===== config.mk =====
export PLATFORM = sky130hd
export DESIGN_NAME = same_bank_refresh_management
export DESIGN_NICKNAME = d
export VERILOG_FILES = /design/src/rtl/srm_pkg.sv /design/src/rtl/srm_ctrl.sv /design/src/rtl/srm_dpath.sv /design/src/rtl/same_bank_refresh_management.sv
export SDC_FILE = /design/constraint.sdc
export NUM_CORES = 1
export LEC_CHECK = 0
export BUFFER_PORTS_ARGS = -buffer_cell sky130_fd_sc_hd__buf_2
export CORE_MARGIN = 5
export CORE_UTILIZATION = 60
export DETAILED_ROUTE_END_ITERATION = 16
export PLACE_DENSITY = 0.81
export SLEW_MARGIN = 20
export SYNTH_ARGS = -nofsm -noshare
export SYNTH_HDL_FRONTEND = slang
export SYNTH_SLANG_ARGS = --single-unit

===== constraint.sdc =====
create_clock -name clock -period 8.1 [get_ports clock]
set_input_delay 0.81 -clock clock [delete_from_list [all_inputs] [get_ports clock]]
set_output_delay 0.81 -clock clock [all_outputs]
set_load 0.01 [all_outputs]

===== src/rtl/srm_pkg.sv =====
// Shared types, constants and helpers for the same-bank refresh management block.
`default_nettype none

package srm_pkg;

   // Memory organization.
   localparam int RANKS           = 2;
   localparam int BANK_GROUPS     = 8;
   localparam int BANKS_PER_GROUP = 4;
   localparam int TOTAL_BANKS     = RANKS * BANK_GROUPS * BANKS_PER_GROUP;
   localparam int IDX_W           = (TOTAL_BANKS > 1) ? $clog2(TOTAL_BANKS) : 1;

   // Counter and threshold format.
   localparam int          CNT_W         = 16;
   localparam logic [15:0] COUNT_MAX     = 16'hFFFF;
   localparam logic [15:0] THRESH_RESET  = 16'd256;

   // One issued DRAM command.
   typedef struct packed {
      logic       is_activate;
      logic [0:0] rank;
      logic [2:0] bank_group;
      logic [1:0] bank;
   } req_type;

   // One same-bank refresh management request.
   typedef struct packed {
      logic [0:0] rfm_rank;
      logic [1:0] rfm_bank;
   } rsp_type;

   // Commands from the controller to the datapath.
   typedef struct packed {
      logic load;       // capture a command and read its counter
      logic update;     // write back the counter or clear the bank index
      logic cfg_write;  // write the threshold register
   } cmd_type;

   // Status from the datapath to the controller.
   typedef struct packed {
      logic trigger;    // the current activate reaches the threshold
   } status_type;

   // Controller states.
   typedef enum logic [1:0] {
      ST_IDLE   = 2'b01,
      ST_UPDATE = 2'b10
   } state_type;

   // Flat counter index of a rank, bank group and bank.
   function automatic logic [IDX_W-1:0] bank_index(input int unsigned rk,
                                                   input int unsigned bg,
                                                   input int unsigned bk);
      int unsigned flat;
      flat = (rk * BANK_GROUPS + bg) * BANKS_PER_GROUP + bk;
      return IDX_W'(flat);
   endfunction

endpackage

`default_nettype wire


===== src/rtl/srm_ctrl.sv =====
// Controller state machine that sequences counter read and update for each command.
`default_nettype none

module srm_ctrl (
   input  wire                  clock,
   input  wire                  reset,
   input  wire                  start,
   output logic                 busy,
   input  wire                  csr_valid,
   output logic                 csr_ready,
   output logic                 rsp_strobe,
   output srm_pkg::cmd_type     cmd,
   input  srm_pkg::status_type  status
);

   srm_pkg::state_type state_ff, state_in;
   logic               strobe_ff, strobe_in;

   // Next state: a command takes the read cycle in idle, then the update state, then returns to idle.
   always_comb begin
      state_in = state_ff;
      case (state_ff)
         srm_pkg::ST_IDLE: begin
            if (start) begin
               state_in = srm_pkg::ST_UPDATE;
            end
         end
         srm_pkg::ST_UPDATE: begin
            state_in = srm_pkg::ST_IDLE;
         end
         default: begin
            state_in = srm_pkg::ST_IDLE;
         end
      endcase
   end

   // Commands to the datapath.
   always_comb begin
      cmd.load      = (state_ff == srm_pkg::ST_IDLE) && start;
      cmd.update    = (state_ff == srm_pkg::ST_UPDATE);
      cmd.cfg_write = csr_valid && csr_ready;
   end

   // The result strobe follows an update that reached the threshold.
   assign strobe_in = cmd.update && status.trigger;

   always_ff @(posedge clock) begin
      if (reset) begin
         state_ff  <= srm_pkg::ST_IDLE;
         strobe_ff <= 1'b0;
      end else begin
         state_ff  <= state_in;
         strobe_ff <= strobe_in;
      end
   end

   assign busy       = (state_ff == srm_pkg::ST_UPDATE);
   assign csr_ready  = ~busy;
   assign rsp_strobe = strobe_ff;

   // An accepted command always moves to the update cycle.
   a_accept_update: assert property (@(posedge clock) disable iff (reset)
      (start && !busy) |=> (state_ff == srm_pkg::ST_UPDATE))
      else $error("accepted command did not enter update");

   // The update state always returns to idle in the next cycle.
   a_update_one: assert property (@(posedge clock) disable iff (reset)
      (state_ff == srm_pkg::ST_UPDATE) |=> (state_ff == srm_pkg::ST_IDLE))
      else $error("update cycle did not return to idle");

   // A result strobe is only produced right after an update cycle.
   a_strobe_src: assert property (@(posedge clock) disable iff (reset)
      rsp_strobe |-> $past(state_ff == srm_pkg::ST_UPDATE))
      else $error("result strobe without a preceding update");

endmodule

`default_nettype wire


===== src/rtl/srm_dpath.sv =====
// Datapath with the activation counter RAM, valid bits, threshold and result register.
`default_nettype none

module srm_dpath (
   input  wire                   clock,
   input  wire                   reset,
   input  srm_pkg::req_type      req_data,
   input  wire [15:0]            csr_data,
   output srm_pkg::rsp_type      rsp_data,
   input  srm_pkg::cmd_type      cmd,
   output srm_pkg::status_type   status
);

   // Counter storage; an entry whose valid bit is clear reads as zero.
   logic [srm_pkg::CNT_W-1:0]       cnt_mem [srm_pkg::TOTAL_BANKS];
   logic [srm_pkg::TOTAL_BANKS-1:0] valid_ff, valid_in;

   srm_pkg::req_type            req_ff;
   logic                        range_ok_ff;
   logic [srm_pkg::IDX_W-1:0]   idx_ff;
   logic [srm_pkg::CNT_W-1:0]   rd_cnt_ff;
   logic                        rd_valid_ff;
   logic [srm_pkg::CNT_W-1:0]   thresh_ff;
   srm_pkg::rsp_type            rsp_ff;

   logic                        range_ok;
   logic [srm_pkg::IDX_W-1:0]   rd_idx;
   logic [srm_pkg::CNT_W-1:0]   cur_cnt;
   logic [srm_pkg::CNT_W-1:0]   new_cnt;
   logic                        counting;
   logic                        trigger;

   // Address check and flat index of the incoming command.
   assign range_ok = (32'(req_data.rank) < 32'(srm_pkg::RANKS)) &&
                     (32'(req_data.bank_group) < 32'(srm_pkg::BANK_GROUPS)) &&
                     (32'(req_data.bank) < 32'(srm_pkg::BANKS_PER_GROUP));
   assign rd_idx = srm_pkg::bank_index(32'(req_data.rank), 32'(req_data.bank_group),
                                       32'(req_data.bank));

   // Capture the command and read its counter in the same cycle.
   always_ff @(posedge clock) begin
      if (cmd.load) begin
         req_ff      <= req_data;
         range_ok_ff <= range_ok;
         idx_ff      <= rd_idx;
         rd_cnt_ff   <= cnt_mem[rd_idx];
         rd_valid_ff <= valid_ff[rd_idx];
      end
   end

   // Saturating increment and threshold compare.
   assign cur_cnt  = rd_valid_ff ? rd_cnt_ff : '0;
   assign new_cnt  = (cur_cnt == srm_pkg::COUNT_MAX) ? cur_cnt
                                                     : cur_cnt + srm_pkg::CNT_W'(1);
   assign counting = req_ff.is_activate && range_ok_ff;
   assign trigger  = counting && (new_cnt >= thresh_ff);
   assign status.trigger = trigger;

   // Write back the counter when it stays below the threshold.
   always_ff @(posedge clock) begin
      if (cmd.update && counting && !trigger) begin
         cnt_mem[idx_ff] <= new_cnt;
      end
   end

   // Valid bits: set on write back, cleared across all bank groups on a trigger.
   always_comb begin
      valid_in = valid_ff;
      if (cmd.update && counting) begin
         if (trigger) begin
            for (int g = 0; g < srm_pkg::BANK_GROUPS; g++) begin
               valid_in[srm_pkg::bank_index(32'(req_ff.rank), g, 32'(req_ff.bank))] = 1'b0;
            end
         end else begin
            valid_in[idx_ff] = 1'b1;
         end
      end
   end

   always_ff @(posedge clock) begin
      if (reset) begin
         valid_ff  <= '0;
         thresh_ff <= srm_pkg::THRESH_RESET;
      end else begin
         valid_ff <= valid_in;
         if (cmd.cfg_write) begin
            thresh_ff <= csr_data;
         end
      end
   end

   // Result register, loaded on every update and shown with the strobe.
   always_ff @(posedge clock) begin
      if (cmd.update) begin
         rsp_ff.rfm_rank <= req_ff.rank;
         rsp_ff.rfm_bank <= req_ff.bank;
      end
   end

   assign rsp_data = rsp_ff;

endmodule

`default_nettype wire


===== src/rtl/same_bank_refresh_management.sv =====
// Top level of the same-bank refresh management activation tracker.
`default_nettype none

// A command is handled as follows: in the cycle where start is seen with busy
// low the command is captured and its activation counter is read from the counter
// RAM, and in the next cycle (busy high) the counter is incremented and written back
// or, on reaching the threshold, that bank index is cleared in every bank group of
// the rank. A refresh management request appears on rsp_data for one cycle with
// rsp_strobe, the cycle after the update, and the receiver cannot stall it.
// Counters are cleared at reset through per-entry valid bits, so no clearing pass
// is needed. The threshold is written over the csr channel while busy is low.
module same_bank_refresh_management (
   input  wire                clock,
   input  wire                reset,
   input  wire                start,
   output logic               busy,
   input  srm_pkg::req_type   req_data,
   output logic               rsp_strobe,
   output srm_pkg::rsp_type   rsp_data,
   input  wire                csr_valid,
   output logic               csr_ready,
   input  wire [15:0]         csr_data
);

   srm_pkg::cmd_type    cmd;
   srm_pkg::status_type status;

   // Sequencing.
   srm_ctrl u_ctrl (
      .clock      (clock),
      .reset      (reset),
      .start      (start),
      .busy       (busy),
      .csr_valid  (csr_valid),
      .csr_ready  (csr_ready),
      .rsp_strobe (rsp_strobe),
      .cmd        (cmd),
      .status     (status)
   );

   // Counters, threshold and result.
   srm_dpath u_dpath (
      .clock    (clock),
      .reset    (reset),
      .req_data (req_data),
      .csr_data (csr_data),
      .rsp_data (rsp_data),
      .cmd      (cmd),
      .status   (status)
   );

endmodule

`default_nettype wire

======== After elaboration in Yosys (flattened, before gate mapping) ========
Memory sizes are Yosys's and may differ from the RTL's. A register that Yosys moved wholly into a read port is not among the register bits.
Cells that the tools add are included.
storage, ports and cells
  flip-flop bits (word level) ............. 97
  latch bits .............................. 0
  memories ................................ 1
  input bits .............................. 27
  RAM bits ................................ 1,024
  bits in read-only memories .............. 0
operators by class
  bitwise gates (word level) .............. 19
  reduce and logical (&&, ||, !) cells .... 17
  mux-type cells .......................... 25
  magnitude comparators ................... 20
  add/subtract/negate cells ............... 18
  multiply operators ...................... 0
  equal/unequal tests ..................... 3
  shifts and indexed selects .............. 0
  divide/modulo/power cells ............... 0
memories
  memory           words  width  read ports  clocked after Yosys merged registers in  write ports  RTL line         text
  u_dpath.cnt_mem  64     16     1           1                                        1            srm_dpath.sv:15  logic [srm_pkg::CNT_W-1:0] cnt_mem [srm_pkg::TOTAL_BANKS];
operator list
  operator                                                            number
  bitwise AND 64 bit                                                  8
  inverter 64 bit                                                     8
  less-than comparator 6 x 7 -> 1 bit (second input constant)         10
  two-way mux 64 bit                                                  1
  bitwise OR 64 bit                                                   1
  adder 6 x 2 -> 6 bit                                                9
  demux 1 bit (select 6 bit)                                          9
  greater-or-equal comparator 6 x 1 -> 1 bit (second input constant)  9
  two-way mux 16 bit                                                  2
  adder 16 x 1 -> 16 bit (second input constant)                      1
  adder 4 x 3 -> 4 bit (second input constant)                        4
  == test 16 bit (second input constant)                              1
  greater-or-equal comparator 16 bit                                  1
  logical AND 1 bit                                                   15
  two-way mux 1 bit                                                   12
  adder 4 x 2 -> 4 bit (second input constant)                        2
  binary-select mux 1 bit (select 6 bit)                              1
  adder 4 x 1 -> 4 bit (second input constant)                        1
  adder 4 x 3 -> 4 bit                                                1
  == test 2 x 1 -> 1 bit (second input constant)                      1
  == test 2 bit (second input constant)                               1
  inverter 1 bit                                                      2
  OR reduction 2 bit                                                  1
  zero test 1 bit                                                     1

======== Depth between registers and ports, before layout ========
Gate-level depths: netlist (run 1).
  word-level depth ........................ 15
  mapped depth ............................ 20
  depth with buffers taken out ............ 15

======== Hierarchy ========
Synthesis (run 1) repeated with hierarchy kept, for this count alone.
second synthesis, totals
  cell total of the unflattened synthesis .. 2,160
  area total of the unflattened synthesis .. 44,430.1 um^2
by module, submodules not included
  module     seq. area each (um^2)  times used  area each (um^2)  cells an instance
  srm_dpath  33,161.8               1           44,320.0          2,148
  srm_ctrl   60.1                   1           110.1             12

======== Worst setup path before layout (run 1) ========
OpenSTA, ideal clock, no wires.
  kind .................................... register to register
  start point ............................. register u_dpath.rd_valid_ff
  end point ............................... memory u_dpath.cnt_mem[25][0] (netlist bit) (enable)
  slack ................................... 1,145 ps
  path buffers ............................ 4
  arrival time ............................ 6,545 ps
  stages on the path, launching flop included .. 19
  clock period less this slack ............ 6,955 ps
  required time ........................... 7,691 ps
  cell sequence ........................... edfxtp_1 > clkbuf_1 > and2_1 > clkbuf_1 > ha_1 > and3_1 > nand4_1 > or3_1 > clkbuf_1 > nand2_1 > xor2_1 > ha_1 > o21ai_0 > nor2_1 > o21ai_1 > nand3_2 > buf_2 > nand2b_1 > nor3_1
between the ends
  cells in the longest elaborated chain, start to end .. 9
  elaborated cells between the ends (all ways) .. 10
ends and longest elaborated chain
  item                                                             RTL line                          text
  start, declared                                                  srm_dpath.sv:22                   logic rd_valid_ff;
  start signal, assigned                                           srm_dpath.sv:47                   rd_valid_ff <= valid_ff[rd_idx];
  two-way mux 16 bit *                                             srm_dpath.sv:52                   assign cur_cnt = rd_valid_ff ? rd_cnt_ff : '0;
  adder 16 x 1 -> 16 bit / == test 16 bit (equally long branches)  srm_dpath.sv:54, srm_dpath.sv:53
  two-way mux 16 bit *                                             srm_dpath.sv:53                   assign new_cnt = (cur_cnt == srm_pkg::COUNT_MAX) ? cur_cnt
  named net u_dpath.new_cnt, one bit                               srm_dpath.sv:29                   logic [srm_pkg::CNT_W-1:0] new_cnt;
  greater-or-equal comparator 16 bit *                             srm_dpath.sv:56                   assign trigger = counting && (new_cnt >= thresh_ff);
  logical AND 1 bit *                                              srm_dpath.sv:56
  zero test 1 bit *                                                srm_dpath.sv:61                   if (cmd.update && counting && !trigger) begin
  logical AND 1 bit *                                              srm_dpath.sv:61
  two-way mux 1 bit *                                              srm_dpath.sv:61
  two-way mux 1 bit (implied by the code) *                        srm_dpath.sv:62                   cnt_mem[idx_ff] <= new_cnt;
  end, declared                                                    srm_dpath.sv:15
Mark *: on every way through the listed nets, which the timed path passes. The rest lies on a longest branch.

======== Worst setup path in the final report (run 1) ========
  start point ............................. register u_dpath.rd_valid_ff
  end point ............................... memory u_dpath.cnt_mem[41][7] (netlist bit) (enable)
Same word-level chain as after synthesis.

==> results of run 1 <==
## Yosys cell counts (6+ instances only)
master / number / area share [%]
buf_4: 17 / 0.29
nor4_2: 6 / 0.17
a22oi_1: 27 / 0.46
and2_1: 17 / 0.24
clkbuf_1: 43 / 0.36
dfxtp_1: 83 / 3.7
o21ai_0: 22 / 0.25
nand2b_1: 16 / 0.23
nand2_1: 100 / 0.85
ha_1: 17 / 0.48
nor3_4: 8 / 0.29
nand4_1: 12 / 0.17
mux2i_1: 33 / 0.74
inv_1: 21 / 0.18
mux4_2: 269 / 14
o21a_1: 51 / 0.86
nand3b_1: 6 / 0.10
mux2_2: 21 / 0.53
edfxtp_1: 1051 / 71
nor3_2: 11 / 0.25
nand3_1: 9 / 0.10
nor2_1: 60 / 0.51
o31ai_1: 9 / 0.15
xnor2_1: 10 / 0.20
buf_2: 45 / 0.51
nor2b_1: 11 / 0.16
a21oi_1: 36 / 0.41
o22ai_1: 58 / 0.82
buf_1: 10 / 0.085
nor3_1: 46 / 0.52
a22o_1: 7 / 0.14
## metrics by stage
step           util, %  worst slack [ns]  instances  hold WS, ns
5_1_grt           67.8              1.77       3351        0.327
4_1_cts           67.7              1.90       3347        0.313
2_1_floorplan        -              1.15       2197        0.428
3_3_place_gp      63.0              2.09       3153        0.441
3_5_place_dp      63.0              1.99       3153        0.448
6_report          67.8              2.00       3351        0.348
## metal layers
layer	wire length, µm	GRT usage (%)
met1	39700	39.3
met2	50800	42.6
met3	12600	5.84
met4	5330	11.6
met5	22	0
## cells by family after synthesis
kind of cell,count (synthesis)
DFF,1134
and+or+nand+nor,329
muxes,323
AOI/OAI and AO/OA,241
buffers and inverters,141
adders and majority gates,17
xor gates and xnor gates,12
## state kept, by name, summed over array words and instances, names as in the netlist
signal and flops:
u_dpath.rd_valid_ff 1, u_dpath.idx_ff 6, u_ctrl.state_ff 2, u_dpath.req_ff 1, u_dpath.thresh_ff 16, u_dpath.cnt_mem 1024
u_dpath.valid_ff 64, u_dpath.rsp_data 3, u_ctrl.rsp_strobe 1, u_dpath.rd_cnt_ff 16
## report_power, final
group          internal [µW]  leakage, µW  switching, µW  total [µW]
registers               6480       0.0103           23.1        6500
logic                    215      0.00386            515         730
clock network           2850      0.00170           2100        4940
total                   9540       0.0158           2630       12200
## final cells by class
class | instances | area [µm²] | share of cell area [%]
timing repair buffer | 119 | 891 | 1.80
multi-input combinational | 922 | 10700 | 21.5
tap | 959 | 1200 | 2.42
clock inverter | 54 | 572 | 1.15
clock buffer | 140 | 2880 | 5.81
inverter | 23 | 87.6 | 0.177
sequential | 1134 | 33200 | 67.1
## path summary, 6_finish.rpt
check	startpoint	endpoint	slack, ns	depth (start not counted)
max	u_dpath.rd_valid_ff$_DFFE_PP_	u_dpath.cnt_mem[41][7]$_DFFE_PP_	2.00	15
min	req_data[6]	u_dpath.req_ff[6]$_DFFE_PP_	0.35	1
min reg2reg	u_dpath.thresh_ff[6]$_SDFFE_PP0P_	u_dpath.thresh_ff[6]$_SDFFE_PP0P_	0.47	2
max reg2reg	u_dpath.rd_valid_ff$_DFFE_PP_	u_dpath.cnt_mem[41][7]$_DFFE_PP_	2.00	15
==> impl_metrics.py, run 1 <==
metrics = {
    "worst_setup_path": {
        "critical_path_class": "flip-flop to flip-flop",
        "critPathTopFamily": "simple AND/OR/NAND/NOR gates",
        "slowest_delay_ns": 0.89,
        "crit_arrival_ns": 6.37,
        "crit_buf_inv": 1,
        "worst_path_max_delay_cell": "nor3_4",
        "worstPathMaxFanout": 30,
        "start_kind": "flip-flop",
        "cp_cell_sequence": "and2_1, ha_1, and3_1, nand4_1, or3_1, nand4_1, xnor2_1, and2_2, ha_1, a211oi_2, nor2_1, nor4_4, nand3_4, buf_4, nor3_4",
        "end_kind": "flip-flop",
        "critPathRequiredTime_ns": 8.37,
    },
    "cts": {
        "cts_tree": "yes",
        "root_buffer": "clkbuf_16",
        "cts-resized-gates": 0,
        "cts_setup_buffers": 0,
        "max-clock-path-buffers": 3,
        "cts_made_buffers": 104,
        "cts-hold-fix-buffers": 0,
        "clkLatencyLatePin_ns": 0.66,
        "ctsHtreeMaxLevel": 3,
        "cts_sinks": 1134,
        "clk_pin_slew_ns": 0.06,
    },
    "finish": {
        "syn2layout_area_growth_pct": 11.7,
        "final_cell_mix": "1,051 x edfxtp_1, 269 x mux4_2, 105 x clkbuf_16",
        "fill_cells": 4305,
        "antenna_cells": 0,
        "final_area_um2": 49500,
        "layout-drive-gt1-share_pct": 26.9,
        "final_common_cell": "edfxtp_1",
        "finalNetCount": 2348,
    },
    "routing": {
        "wl_per_cell_um": 32.3,
        "final_antenna_net_count": 0,
        "drt-total-wl_mm": 108,
        "drt_iter0_drc": 3648,
        "viasPerCell": 7.00,
        "firstDrtPassIters": 6,
        "post-route-drc-count": 0,
        "vias": 23500,
    },
    "synthesis": {
        "synth_compound_area_share_pct": 3.83,
        "syn_area_um2": 44300,
        "netlist-cell-type-count": 59,
        "synth-main-ff-cell": "edfxtp_1",
        "syn_area_per_cell_um2": 20.2,
        "synth_top_family_by_area": "multiplexers",
        "syn_inst": 2197,
        "synth-async-reset-ratio_pct": 0,
        "synth_mux_area_share_pct": 14.9,
        "synth_seq_cells": 1134,
        "synthXorXnorAreaFrac_pct": 0.237,
        "synth_edf_count": 1051,
        "synth_fa_ha_area_share_pct": 0.480,
        "synth_simple_gate_area_share_pct": 4.05,
        "synth_warnings": 0,
        "ys_seq_area_share_pct": 74.9,
        "synthesis.nets": 2241,
    },
    "worst_hold_path": {
        "min_path_type": "primary input to flip-flop",
    },
    "flow_run": {
        "maxCapViolCount": 0,
    },
    "sta": {
        "final.setup.tns_ns": 0,
        "setup_viol": 0,
        "worst_slew_pin_slew_ns": 1.14,
        "slew_headroom_pct": 23.7,
        "fin_crit_sh_pct": 75.3,
        "final.min_clock_period_ns": 6.10,
        "drv_slew": 0,
        "rsz0062_at_grt": "no",
        "fmax_mhz": 164,
        "hold_viol": 0,
        "clock_skew_ns": 0.0244,
    },
    "placed_design": {
        "dpl_cell_area_um2": 46000,
        "numPortBuffers": 32,
        "gp_congestion": 0.944,
        "hpwl_mm": 60.4,
    },
    "pwr": {
        "leakage_uw": 0.0158,
        "power_density_nw_per_um2": 246,
        "p_total_uw": 12200,
        "peakVddDrop_mv": 0.246,
    },
    "global_route": {
        "grt_pass1_wl_mm": 159,
        "grt.total_usage_pct": 27.6,
        "grt_max_degree": 114,
        "first_global_vias": 23600,
        "antenna_found_initial": 4,
        "grt_overflow": 0,
    },
    "floorplan": {
        "coreArea_um2": 73100,
        "initial_core_util_pct": 60.7,
        "die-area_um2": 79400,
        "io_pins": 33,
        "rows": 99,
        "die_h_um": 282,
        "die_w_um": 282,
    },
    "outcome": {
        "outcome": "complete, no violations",
    },
}
(Power assumes the default switching activity.)
==> inputs of run 2 (changes only) <==
clock period = 5.78 ns   (was 8.1 ns; I/O delays follow)
==> run 2 against run 1 <==
  * Clock skew up 0.0056 ns
  * Wire length is 1.2% higher
  * Final area rose by 0.69%
  * Register-to-register slack worse by 1.4 ns
  * First-iteration DRC count is 12% lower
  * Sequential power is 40% higher
  * Hold slack got worse by 0.24 ns
  * Total power grew 41%
  * Largest cell class unchanged
  * Largest power group unchanged
  * Highest routed layer unchanged
==> impl_metrics.py, run 2 (synthesis gave the netlist of run 1 again) <==
metrics = {
    "placed_design": {
        "place_inst": 3185,
        "gp_congestion": 0.939,
        "numPortBuffers": 32,
        "hpwl_mm": 61.6,
        "dpl_cell_area_um2": 46300,
        "preCtsSetupSlack_ns": 0.686,
    },
    "worst_setup_path": {
        "r2r_cells": 15,
        "crit_path_end": "u_dpath.cnt_mem[24][8]$_DFFE_PP_",
        "critPathRequiredTime_ns": 6.14,
        "timing.rr.start": "u_dpath.rd_valid_ff$_DFFE_PP_",
        "start_kind": "flip-flop",
        "worstPathMaxFanout": 12,
        "setup.worst_path.start": "u_dpath.rd_valid_ff$_DFFE_PP_",
        "critical_path_class": "flip-flop to flip-flop",
        "end_kind": "flip-flop",
        "crit_arrival_ns": 5.53,
        "reg2reg_slack_ns": 0.61,
        "r2r-end": "u_dpath.cnt_mem[24][8]$_DFFE_PP_",
    },
    "outcome": {
        "outcome": "complete, no violations",
    },
    "floorplan": {
        "coreArea_um2": 73100,
        "die_w_um": 282,
        "io_pins": 33,
        "initial_core_util_pct": 60.7,
        "rows": 99,
        "die-area_um2": 79400,
        "die_h_um": 282,
    },
    "global_route": {
        "grt_pass1_wl_mm": 162,
        "grt_max_degree": 80,
        "first_global_vias": 23700,
        "grt.total_usage_pct": 28.0,
        "grt_overflow": 0,
        "antenna_found_initial": 4,
    },
    "sta": {
        "rsz0062_at_grt": "no",
        "slew_headroom_pct": 29.9,
        "setup_viol": 0,
        "final.min_clock_period_ns": 5.17,
        "fin_ws_ns": 0.608,
        "hold_viol": 0,
        "fin_crit_sh_pct": 89.5,
        "clock_skew_ns": 0.0300,
        "fmax_mhz": 193,
        "drv_slew": 0,
        "worst_slew_pin_slew_ns": 1.05,
    },
    "finish": {
        "finalNetCount": 2373,
        "largest_reg_flops": 1024,
        "reg.largest.list": "u_dpath.cnt_mem (1024), u_dpath.valid_ff (64)",
        "final_cells": 3377,
        "final_cell_mix": "1,051 x edfxtp_1, 269 x mux4_2, 109 x buf_4",
        "regMostFlops": "u_dpath.cnt_mem",
        "layout-drive-gt1-share_pct": 28.3,
        "final_common_cell": "edfxtp_1",
        "fill_cells": 4260,
        "final_area_um2": 49900,
        "syn2layout_area_growth_pct": 12.4,
        "post-route-util_pct": 68.2,
    },
    "cts": {
        "ctsHtreeMaxLevel": 3,
        "clkLatencyLatePin_ns": 0.68,
        "clk_pin_slew_ns": 0.06,
        "cts_tree": "yes",
        "cts_made_buffers": 101,
        "root_buffer": "clkbuf_16",
        "cts-hold-fix-buffers": 0,
        "cts_sinks": 1134,
        "cts_setup_buffers": 0,
        "max-clock-path-buffers": 3,
        "cts-resized-gates": 0,
    },
    "pwr": {
        "seqPwrFrac_pct": 53.0,
        "power_frac_comb_pct": 6.0,
        "p_sw_share_pct": 21.9,
        "leakage_uw": 0.0160,
        "power_density_nw_per_um2": 345,
        "p_clk_share_pct": 41.0,
        "p_int_uw": 13400,
        "p_total_uw": 17200,
        "peakVddDrop_mv": 0.343,
        "switchingPower_uw": 3760,
    },
    "routing": {
        "wl_met2_mm": 52.7,
        "top_layer": "met5",
        "vias": 23600,
        "wl_met1_mm": 39.3,
        "drt-total-wl_mm": 110,
        "final_antenna_net_count": 0,
        "wl_per_cell_um": 32.5,
        "viasPerCell": 7.00,
        "route.met3.wl_mm": 12.4,
        "post-route-drc-count": 0,
        "drt_iter0_drc": 3220,
        "firstDrtPassIters": 8,
    },
    "worst_hold_path": {
        "min_from": "req_data[6]",
        "min_path_type": "primary input to flip-flop",
    },
    "flow_run": {
        "maxCapViolCount": 0,
    },
}
==> run 2: cell count changes in the layout (fill, tap and decap cells not counted), sizes merged <==
cell / change
buf: +28
inv: +2
clkinv: -2
clkinvlp: +12
bufinv: +2
diode: +1
clkbuf: -17
==> run 2: critical path: stages (launching register included) <==
cell	delay [ns]
edfxtp_1	0.44
and2_1	0.26
ha_1	0.22
and3_1	0.18
nand4_1	0.10
or3_1	0.58
nand4_1	0.19
xnor2_1	0.07
and2_2	0.20
ha_1	0.31
a211oi_2	0.19
nor2_1	0.11
nor4_4	0.38
nand4_2	0.67
nor3_2	0.64
buf_4	0.32
==> run 2: worst min path at each step <==
stage / end / slack [ns] / depth (start not counted)
global placement: u_dpath.valid_ff[6]$_SDFFE_PP0P_ / 0.44 / 1
global route: u_dpath.req_ff[6]$_DFFE_PP_ / 0.09 / 1
floorplan: u_dpath.valid_ff[29]$_SDFFE_PP0P_ / 0.43 / 1
CTS: u_dpath.req_ff[6]$_DFFE_PP_ / 0.07 / 1
detailed placement: u_dpath.valid_ff[56]$_SDFFE_PP0P_ / 0.45 / 1
finish: u_dpath.req_ff[6]$_DFFE_PP_ / 0.11 / 1
==> run 2: cell type report <==
cell class / instances / area, µm² / area share [%]
Tap cell: 959 / 1200 / 2.41
Antenna cell: 1 / 2.50 / 0.00502
Clock buffer: 123 / 2800 / 5.61
Timing Repair Buffer: 147 / 1130 / 2.26
Clock inverter: 68 / 747 / 1.50
Multi-Input combinational cell: 922 / 10700 / 21.4
Sequential cell: 1134 / 33200 / 66.6
Inverter: 23 / 86.3 / 0.173
==> run 2: stage by stage <==
stage / hold slack (ns) / TNS (ns)
after floorplan: 0.428 / -45.88
after global placement: 0.441 / 0
after detailed placement: 0.448 / 0
after CTS: 0.0747 / 0
after global routing: 0.0947 / 0
final: 0.106 / 0
==> run 2: metal layers <==
metal  vias up  track usage [%]
met5         -                0
met2      1887             44.3
met3       294             5.15
met1     12100             39.7
li1       9335                -
met4         2             11.4
==> run 2: power groups by stage <==
| stage | Sequential, µW | Combinational, µW | Clock, µW |
|---|---|---|---|
| 2_1_floorplan | 9270 | 636 | 0 |
| 3_3_place_gp | 9290 | 979 | 0 |
| 5_1_grt | 9110 | 1080 | 7470 |
| 4_1_cts | 9110 | 1020 | 7100 |
| 3_5_place_dp | 9290 | 1010 | 0 |
| 6_report | 9110 | 1030 | 7060 |
